--- config.mk ---
export PLATFORM = sky130hd
export DESIGN_NAME = steering_position_corrector_top
export DESIGN_NICKNAME = d
export VERILOG_FILES = /design/src/hdl/spc_pkg.sv /design/src/hdl/spc_track.sv /design/src/hdl/spc_corr.sv /design/src/hdl/steering_position_corrector_top.sv
export SDC_FILE = /design/constraint.sdc
export NUM_CORES = 2
export LEC_CHECK = 0
export BUFFER_PORTS_ARGS = -buffer_cell sky130_fd_sc_hd__buf_2
export CORE_ASPECT_RATIO = 1.2
export CORE_UTILIZATION = 45
export DETAILED_ROUTE_END_ITERATION = 12
export SKIP_CTS_REPAIR_TIMING = 1
export SLEW_MARGIN = 10
export SYNTH_ARGS = -nofsm -noshare
export SYNTH_HDL_FRONTEND = slang
export SYNTH_SLANG_ARGS = --single-unit
--- constraint.sdc ---
create_clock -name clock -period 13 [get_ports clock]
set_clock_uncertainty 0.1 [all_clocks]
set_input_delay 1.3 -clock clock [delete_from_list [all_inputs] [get_ports clock]]
set_output_delay 1.3 -clock clock [all_outputs]
set_load 0.02 [all_outputs]
--- src/hdl/spc_pkg.sv ---
// shared types and constants of the steering position corrector
package spc_pkg;

   localparam int CSR_IDX_W  = 3;
   localparam int CSR_DATA_W = 16;
   localparam int CUR_W      = 6;
   localparam int STEP_W     = 24;
   localparam int SPEED_W    = 16;
   localparam int RSP_DATA_W = 64;
   localparam int RSP_USER_W = 3;

   localparam logic [CUR_W-1:0] HOLD_CURRENT_ON = 6'd5;
   localparam logic [CUR_W-1:0] RUN_CURRENT_ON  = 6'd50;
   localparam logic [CUR_W-1:0] CURRENT_OFF     = 6'd0;

   localparam logic KIND_TICK   = 1'b0;
   localparam logic KIND_TARGET = 1'b1;

   // register indexes on the csr port
   localparam logic [CSR_IDX_W-1:0] REG_ANGLE_OFFSET   = 3'd0;
   localparam logic [CSR_IDX_W-1:0] REG_STEPS_PER_REV  = 3'd1;
   localparam logic [CSR_IDX_W-1:0] REG_SPEED_THRESH   = 3'd2;
   localparam logic [CSR_IDX_W-1:0] REG_TARGET_DBAND   = 3'd3;
   localparam logic [CSR_IDX_W-1:0] REG_SMALL_MOVE     = 3'd4;
   localparam logic [CSR_IDX_W-1:0] REG_STALL_LIMIT    = 3'd5;
   localparam logic [CSR_IDX_W-1:0] REG_MAX_ERROR      = 3'd6;
   localparam logic [CSR_IDX_W-1:0] REG_MAX_CORRECTION = 3'd7;

   // decisions made in the tracking stage, carried to the correction stage
   typedef struct packed {
      logic motor_enabled;
      logic current_update;
      logic set_actual;
      logic set_target;
      logic big_error;
   } spc_flags_type;

endpackage

--- src/hdl/spc_track.sv ---
// tracking stage: target capture, enable, stall counting and the two step products
module spc_track
   import spc_pkg::*;
#(
   parameter int ANGLE_BITS       = 12,
   parameter int STALL_COUNT_BITS = 16
) (
   input  logic                              clock,
   input  logic                              reset,
   input  logic                              accept,
   input  logic                              advance,
   input  logic                              kind,
   input  logic [ANGLE_BITS-1:0]             sensor_raw,
   input  logic signed [ANGLE_BITS-1:0]      target_angle,
   input  logic signed [SPEED_W-1:0]         car_speed,
   input  logic [11:0]                       angle_offset,
   input  logic [15:0]                       steps_per_rev_geared,
   input  logic [14:0]                       speed_threshold,
   input  logic [10:0]                       target_deadband,
   input  logic [10:0]                       small_move_threshold,
   input  logic [15:0]                       stall_limit,
   input  logic [11:0]                       max_error,
   output spc_flags_type                     flags_ff,
   output logic signed [ANGLE_BITS+16:0]     prod_cur_ff,
   output logic signed [ANGLE_BITS+16:0]     prod_err_ff
);

   localparam int A  = ANGLE_BITS;
   localparam int PW = ANGLE_BITS + 17;
   localparam int DW = (ANGLE_BITS + 2 > 13) ? ANGLE_BITS + 2 : 13;
   localparam int SW = STALL_COUNT_BITS;
   localparam int CW = (STALL_COUNT_BITS > 16) ? STALL_COUNT_BITS : 16;

   logic signed [A-1:0]  held_ff, held_in;
   logic signed [A-1:0]  prev_ff, prev_in;
   logic [SW-1:0]        stall_ff, stall_in;
   logic                 en_ff, en_in;

   logic [A-1:0]         off_a;
   logic signed [A-1:0]  cur, nt, err;
   logic signed [DW-1:0] d_tgt, d_move, d_err;
   logic [DW-1:0]        a_tgt, a_move, a_err;
   logic signed [SPEED_W:0] spd_ext;
   logic [SPEED_W:0]     a_spd;
   logic                 want;
   logic [SW-1:0]        stall_next;
   logic                 resync;
   logic signed [16:0]   spr_s;
   spc_flags_type        flags_in;
   logic signed [PW-1:0] prod_cur_in, prod_err_in;

   assign off_a = A'(angle_offset);
   assign cur   = $signed(sensor_raw - off_a);
   assign nt    = -target_angle;
   assign err   = held_ff - cur;

   assign d_tgt  = DW'(nt) - DW'(held_ff);
   assign d_move = DW'(cur) - DW'(prev_ff);
   assign d_err  = DW'(err);
   assign a_tgt  = d_tgt[DW-1]  ? $unsigned(-d_tgt)  : $unsigned(d_tgt);
   assign a_move = d_move[DW-1] ? $unsigned(-d_move) : $unsigned(d_move);
   assign a_err  = d_err[DW-1]  ? $unsigned(-d_err)  : $unsigned(d_err);

   assign spd_ext = (SPEED_W+1)'(car_speed);
   assign a_spd   = spd_ext[SPEED_W] ? $unsigned(-spd_ext) : $unsigned(spd_ext);
   assign want    = a_spd > (SPEED_W+1)'(speed_threshold);

   // stall counter saturates at all ones
   always_comb begin
      if (a_move < DW'(small_move_threshold)) begin
         stall_next = (stall_ff == {SW{1'b1}}) ? stall_ff : stall_ff + 1'b1;
      end else begin
         stall_next = '0;
      end
   end
   assign resync = CW'(stall_next) > CW'(stall_limit);

   assign spr_s       = $signed({1'b0, steps_per_rev_geared});
   assign prod_cur_in = PW'(cur) * PW'(spr_s);
   assign prod_err_in = PW'(err) * PW'(spr_s);

   always_comb begin
      held_in  = held_ff;
      prev_in  = prev_ff;
      stall_in = stall_ff;
      en_in    = en_ff;
      flags_in = '0;
      if (kind == KIND_TARGET) begin
         if (a_tgt >= DW'(target_deadband)) begin
            held_in             = nt;
            flags_in.set_actual = 1'b1;
         end
      end else begin
         en_in                   = want;
         flags_in.current_update = (want != en_ff);
         if (want) begin
            prev_in             = cur;
            stall_in            = resync ? '0 : stall_next;
            flags_in.set_actual = resync;
            flags_in.set_target = 1'b1;
            flags_in.big_error  = a_err > DW'(max_error);
         end
      end
      flags_in.motor_enabled = en_in;
   end

   always_ff @(posedge clock) begin
      if (reset) begin
         held_ff  <= '0;
         prev_ff  <= '0;
         stall_ff <= '0;
         en_ff    <= 1'b0;
      end else if (accept) begin
         held_ff  <= held_in;
         prev_ff  <= prev_in;
         stall_ff <= stall_in;
         en_ff    <= en_in;
      end
   end

   always_ff @(posedge clock) begin
      if (advance) begin
         flags_ff    <= flags_in;
         prod_cur_ff <= prod_cur_in;
         prod_err_ff <= prod_err_in;
      end
   end

endmodule

--- src/hdl/spc_corr.sv ---
// correction stage: products to steps, 1.5x gain, clamp and target sum
module spc_corr
   import spc_pkg::*;
#(
   parameter int ANGLE_BITS = 12
) (
   input  spc_flags_type                 flags,
   input  logic signed [ANGLE_BITS+16:0] prod_cur,
   input  logic signed [ANGLE_BITS+16:0] prod_err,
   input  logic [15:0]                   max_correction,
   output logic signed [STEP_W-1:0]      actual_steps,
   output logic signed [STEP_W-1:0]      target_steps
);

   localparam int A  = ANGLE_BITS;
   localparam int PW = ANGLE_BITS + 17;

   logic signed [PW-1:0] rc, re;
   logic signed [PW-1:0] sc_full, se_full;
   logic signed [16:0]   cs, ce;
   logic signed [18:0]   c3;
   logic signed [18:0]   c3r;
   logic signed [18:0]   half;
   logic signed [18:0]   lim;
   logic signed [18:0]   clamped;
   logic signed [18:0]   tsum;

   // division by a revolution, truncated toward zero
   assign rc      = prod_cur + (prod_cur[PW-1] ? PW'((1 << A) - 1) : PW'(0));
   assign re      = prod_err + (prod_err[PW-1] ? PW'((1 << A) - 1) : PW'(0));
   assign sc_full = rc >>> A;
   assign se_full = re >>> A;
   assign cs      = sc_full[16:0];
   assign ce      = se_full[16:0];

   // times three, halved toward zero
   assign c3   = 19'(ce) + (19'(ce) <<< 1);
   assign c3r  = c3 + (c3[18] ? 19'sd1 : 19'sd0);
   assign half = c3r >>> 1;
   assign lim  = $signed({3'b000, max_correction});

   always_comb begin
      if (half > lim) begin
         clamped = lim;
      end else if (half < -lim) begin
         clamped = -lim;
      end else begin
         clamped = half;
      end
      tsum = flags.big_error ? 19'(cs) + clamped : 19'(cs);
   end

   assign actual_steps = flags.set_actual ? STEP_W'(cs) : '0;
   assign target_steps = flags.set_target ? STEP_W'(tsum) : '0;

endmodule

--- src/hdl/steering_position_corrector_top.sv ---
// top level of the steering position corrector: csr bank, pipeline control, result register
//
// channel   direction  handshake            payload
// req       in         req_tvalid/tready    tdata sensor_raw, target_angle, car_speed; tuser kind
// rsp       out        rsp_tvalid/tready    tdata enable and currents, steps; tuser update flags
// csr       in         csr_we               csr_index, csr_wdata
//
// one item per cycle while the output is not held; the tracking registers load at the
// transfer and the correction logic feeds the result register behind rsp_tvalid. the
// steering state updates at the transfer, so back-to-back items see each other's effects.
// synchronous reset clears state and valid flags, sets csr defaults.
// while a result waits on rsp_tready the whole pipeline holds and req_tready drops.
module steering_position_corrector_top
   import spc_pkg::*;
#(
   parameter int ANGLE_BITS       = 12,
   parameter int STALL_COUNT_BITS = 16
) (
   input  logic                                      clock,
   input  logic                                      reset,
   input  logic                                      req_tvalid,
   output logic                                      req_tready,
   // sensor_raw, target_angle, car_speed, zero fill
   input  logic [((2*ANGLE_BITS+SPEED_W+7)/8)*8-1:0] req_tdata,
   // kind
   input  logic                                      req_tuser,
   output logic                                      rsp_tvalid,
   input  logic                                      rsp_tready,
   // motor_enabled, hold_current, run_current, actual_steps, target_steps, zero fill
   output logic [RSP_DATA_W-1:0]                     rsp_tdata,
   // current_update, set_actual, set_target
   output logic [RSP_USER_W-1:0]                     rsp_tuser,
   input  logic                                      csr_we,
   input  logic [CSR_IDX_W-1:0]                      csr_index,
   input  logic [CSR_DATA_W-1:0]                     csr_wdata
);

   localparam int A  = ANGLE_BITS;
   localparam int PW = ANGLE_BITS + 17;

   logic [11:0] angle_offset_ff;
   logic [15:0] steps_per_rev_ff;
   logic [14:0] speed_threshold_ff;
   logic [10:0] target_deadband_ff;
   logic [10:0] small_move_ff;
   logic [15:0] stall_limit_ff;
   logic [11:0] max_error_ff;
   logic [15:0] max_correction_ff;

   logic                     advance;
   logic                     accept;
   logic                     s1_valid_ff;
   spc_flags_type            s1_flags;
   logic signed [PW-1:0]     s1_prod_cur, s1_prod_err;
   logic signed [STEP_W-1:0] actual_steps, target_steps;
   logic                     rsp_valid_ff;
   logic [RSP_DATA_W-1:0]    rsp_data_ff, rsp_data_in;
   logic [RSP_USER_W-1:0]    rsp_user_ff, rsp_user_in;
   logic [CUR_W-1:0]         hold_current, run_current;

   always_ff @(posedge clock) begin
      if (reset) begin
         angle_offset_ff    <= 12'd0;
         steps_per_rev_ff   <= 16'd3200;
         speed_threshold_ff <= 15'd10;
         target_deadband_ff <= 11'd1;
         small_move_ff      <= 11'd2;
         stall_limit_ff     <= 16'd50;
         max_error_ff       <= 12'd23;
         max_correction_ff  <= 16'd200;
      end else if (csr_we) begin
         case (csr_index)
            REG_ANGLE_OFFSET:   angle_offset_ff    <= csr_wdata[11:0];
            REG_STEPS_PER_REV:  steps_per_rev_ff   <= csr_wdata[15:0];
            REG_SPEED_THRESH:   speed_threshold_ff <= csr_wdata[14:0];
            REG_TARGET_DBAND:   target_deadband_ff <= csr_wdata[10:0];
            REG_SMALL_MOVE:     small_move_ff      <= csr_wdata[10:0];
            REG_STALL_LIMIT:    stall_limit_ff     <= csr_wdata[15:0];
            REG_MAX_ERROR:      max_error_ff       <= csr_wdata[11:0];
            REG_MAX_CORRECTION: max_correction_ff  <= csr_wdata[15:0];
            default: ;
         endcase
      end
   end

   // whole pipeline moves unless a result is stuck at the output
   assign advance    = !rsp_valid_ff || rsp_tready;
   assign req_tready = advance;
   assign accept     = req_tvalid && advance;

   spc_track #(
      .ANGLE_BITS       (ANGLE_BITS),
      .STALL_COUNT_BITS (STALL_COUNT_BITS)
   ) u_track (
      .clock                (clock),
      .reset                (reset),
      .accept               (accept),
      .advance              (advance),
      .kind                 (req_tuser),
      .sensor_raw           (req_tdata[A-1:0]),
      .target_angle         ($signed(req_tdata[2*A-1:A])),
      .car_speed            ($signed(req_tdata[2*A+SPEED_W-1:2*A])),
      .angle_offset         (angle_offset_ff),
      .steps_per_rev_geared (steps_per_rev_ff),
      .speed_threshold      (speed_threshold_ff),
      .target_deadband      (target_deadband_ff),
      .small_move_threshold (small_move_ff),
      .stall_limit          (stall_limit_ff),
      .max_error            (max_error_ff),
      .flags_ff             (s1_flags),
      .prod_cur_ff          (s1_prod_cur),
      .prod_err_ff          (s1_prod_err)
   );

   spc_corr #(
      .ANGLE_BITS (ANGLE_BITS)
   ) u_corr (
      .flags          (s1_flags),
      .prod_cur       (s1_prod_cur),
      .prod_err       (s1_prod_err),
      .max_correction (max_correction_ff),
      .actual_steps   (actual_steps),
      .target_steps   (target_steps)
   );

   assign hold_current = s1_flags.motor_enabled ? HOLD_CURRENT_ON : CURRENT_OFF;
   assign run_current  = s1_flags.motor_enabled ? RUN_CURRENT_ON  : CURRENT_OFF;

   assign rsp_data_in = RSP_DATA_W'({target_steps, actual_steps, run_current, hold_current,
                                     s1_flags.motor_enabled});
   assign rsp_user_in = {s1_flags.set_target, s1_flags.set_actual, s1_flags.current_update};

   always_ff @(posedge clock) begin
      if (reset) begin
         s1_valid_ff  <= 1'b0;
         rsp_valid_ff <= 1'b0;
      end else if (advance) begin
         s1_valid_ff  <= req_tvalid;
         rsp_valid_ff <= s1_valid_ff;
      end
   end

   always_ff @(posedge clock) begin
      if (advance) begin
         rsp_data_ff <= rsp_data_in;
         rsp_user_ff <= rsp_user_in;
      end
   end

   assign rsp_tvalid = rsp_valid_ff;
   assign rsp_tdata  = rsp_data_ff;
   assign rsp_tuser  = rsp_user_ff;

endmodule
==> results by group <==
Timing
  – Transition at the pin with the smallest max-transition slack: 1.172 ns
  – Final critical path time including I/O delays and setup: around 12 ns
  – RSZ-0062 raised after global routing: no
  – Final worst-path setup slack: 1.496 ns
  – Fmax: 86.93 MHz
  – Tightest slew margin relative to the limit: 0.2184
  – Sum of negative setup slack: 0 ns
  – Hold violation count in the final report: 0
  – # setup viols final: 0
  – Period utilisation layout: 0.8849
  – Hold_ws: 0.3236 ns
  – Max-slew violation total from the final report: 0

Run status
  – Status: finished clean

Drt
  – Vias: 24660
  – Detailed Route WL: 80040 µm
  – Number of vias per cell: about 5.2
  – Average wire per standard cell: 17.01 µm
  – Number of iterations in the first detailed-routing pass: 5
  – Post-route DRC violation count: 0
  – Count of nets left with antenna violations after detail routing: 0
  – Initial detailed-routing violation count: 1209

Floorplanning
  – Die outline area: 70930 µm²
  – Starting utilization of the core area: 0.4576
  – Number of ports placed on the die boundary: 134
  – Die width: ~240 µm
  – Core footprint: 68710 µm²
  – Die height: 291.5 µm
  – Number of core rows: 105

Logic synthesis
  – Leading cell types by total area after synthesis: fa_1 18%, ha_1 15%, edfxtp_1 9.8%
  – Most common cell in the synthesized netlist: nand2_1
  – Total of warnings raised by yosys: 0
  – Syn Std Cell Area: 31440 µm²
  – Gate count after technology mapping: 3730
  – Post-synth EDFFs: between 100 and 150
  – Fraction of synthesis flops using an asynchronous set or reset pin: 0
  – Number of distinct library cells after synthesis: 98
  – Prevailing post-synth register cell: dfxtp_1
  – Post-synthesis register bit count: ~260
  – Most instantiated cells after synthesis: 588 x nand2_1, 518 x inv_1, 371 x ha_1
  – Dominant cell type by area after synthesis: fa_1
  – Share of Yosys cell area claimed by the top area cell type: 0.1834
  – Register area share after synthesis: 0.1952
  – Syn avg cell area: ~8.4 µm²

Worst setup path
  – Nature of the critical path startpoint: flip-flop
  – Max stage delay on crit path: 0.75 ns
  – Critical path depth in cells: 47
  – Slowest stage cell on the critical path: a31oi_1
  – Last element of the critical path: rsp_tdata[54]
  – Setup crit end kind: flip-flop
  – Most numerous cell on the critical path: a21oi_1
  – Worst-path fanout max: 35
  – Path depth of the worst reg2reg path: 47
  – Startpoint of the most critical setup path: u_track.prod_err_ff[28]
  – Combined buffer and inverter count along the critical path: 2
  – FF-to-FF setup slack: 1.50 ns
  – WP data arrival: 11.75 ns
  – Worst reg2reg path startpoint: u_track.prod_err_ff[28]
  – Start-to-end type of the worst setup path: flip-flop to flip-flop
  – End of the worst register-to-register path: rsp_tdata[54]
  – Kind of cell adding the most delay to the critical path: compound AO/OA/AOI/OAI gates
  – Required time of the critical path: 13.24 ns

Placement
  – Cell Count Post-Placement: 4649
  – GP Congestion: 0.8682
  – HPWL after detailed placement: around 62000 µm
  – Worst setup slack after placement: 1.545 ns
  – Cell area reported after detailed placement: approximately 33000 µm²
  – Number of buffers added on ports: 123

Power
  – Static power due to leakage: 15.80 nW
  – PD cells: 254.5 nW/µm²
  – Peak supply drop: ~0.18 mV
  – Overall power of the completed layout: between 8 and 9 mW

Clocking
  – Cell chosen for the clock root: clkbuf_16
  – Number of clock buffers inserted by TritonCTS: 30
  – TritonCTS clock tree: done
  – Deepest clock path buffer count: 3
  – Clock-pin slew reported for the worst setup and hold paths after clock tree synthesis: roughly 0.060 ns
  – Clock insertion delay at the later pin of the skew report: 0.61 ns
  – Clock sink total: 255
  – Number of H-tree branching levels: 1

Finish
  – Ratio of cells with drive above 1 in the final layout: 0.07323
  – Finished Core Util: 0.4943
  – P&R area growth vs syn: 8.035%
  – Layout Cells excl Fill: 4705
  – Antenna diode instance count: 0
  – Number of nets in the layout: between 4000 and 5000
  – Finished layout cell area: about 34000 µm²

GRT
  – GRT Residual Overflow: 0
  – First-pass GRT wire length: 131100 µm
  – Via count of the first global-routing pass: 25090
  – Global router's overall resource usage: 0.2293
  – Antenna violations before repair: 1
  – Maximum number of pins on one net before global-route repair: 95

Worst hold path
  – Hold wc startpoint: u_track.flags_ff[3]
  – Min-Delay Path Class: flip-flop to flip-flop
  – Hold depth: 0

Run
  – Maximum capacitance violations: 0
## registers in the layout (all words and copies together), names as in the netlist, 15 cells and up
| signal | cells |
|---|---|
| u_track.stall_ff | 16 |
| steps_per_rev_ff | 16 |
| stall_limit_ff | 16 |
| rsp_tdata | 37 |
| u_track.prod_cur_ff | 29 |
| max_correction_ff | 16 |
| speed_threshold_ff | 15 |
| u_track.prod_err_ff | 29 |
## worst register-to-register path, delay by kind of cell (launching register included)
kind	cells	cell delay, ns
adder cells (fa/ha/maj)	4	1.17
AO/OA/AOI/OAI	30	6.62
AND/OR/NAND/NOR	8	1.79
flip-flops	1	0.62
XOR/XNOR	2	0.42
buffers and inverters	2	0.33
multiplexers	1	0.23
## metal layers
layer	vias up	track usage	routed length, µm
met3	98	0.01820	2744
met1	11920	0.2888	35220
met2	405	0.4200	40120
li1	12240	-	-
met5	-	0	0
met4	0	0.05691	1955
## cell usage in the layout, fill, tap and decap left out, drive strengths merged, types with 96 or more instances in the layout
| master | synthesis | final |
|---|---|---|
| edfxtp | 103 | 103 |
| nand2 | 588 | 588 |
| dfxtp | 152 | 152 |
| and2 | 130 | 130 |
| fa | 288 | 288 |
| o21ai | 96 | 96 |
| a21oi | 217 | 217 |
| nor2 | 190 | 190 |
| buf | 40 | 173 |
| xnor2 | 139 | 139 |
| inv | 519 | 525 |
| ha | 371 | 371 |
## worst min-delay path by stage
stage               endpoint
6_report        rsp_tuser[0]
5_1_grt         rsp_tuser[0]
4_1_cts         rsp_tuser[0]
3_5_place_dp    rsp_tuser[0]
3_3_place_gp    rsp_tuser[0]
2_1_floorplan  rsp_tdata[11]
## where the power goes
part | internal [mW] | leakage [nW] | switching (mW)
Sequential | 1.13 | 2.37 | 0.121
Combinational | 2.73 | 12.9 | 3.73
Clock | 0.542 | 0.532 | 0.391
Total | 4.40 | 15.8 | 4.24
## cell type report
| class | count | area, µm² |
|---|---|---|
| clock inverter | 17 | 222.7 |
| multi-input combinational | 2791 | 22650 |
| sequential | 255 | 6136 |
| inverter | 521 | 1958 |
| timing repair buffer | 173 | 993.5 |
| clock buffer | 39 | 872.1 |
| tap | 909 | 1137 |
| fill | 6793 | 34740 |
## cell families (layout without fill, tap and decap cells)
logic type / count (synthesis) / count (layout) / share of synthesized area
adders and majority gates: 661 / 661 / 0.3317
xor gates and xnor gates: 210 / 210 / 0.05970
other: 1 / 10 / 0.0001193
muxes: 47 / 47 / 0.01504
DFF: 255 / 255 / 0.1952
buffers and inverters: 693 / 750 / 0.08748
AOI/OAI and AO/OA: 549 / 549 / 0.1111
and+or+nand+nor: 1314 / 1314 / 0.1997
Note: power is estimated with default switching activity, not from simulation.
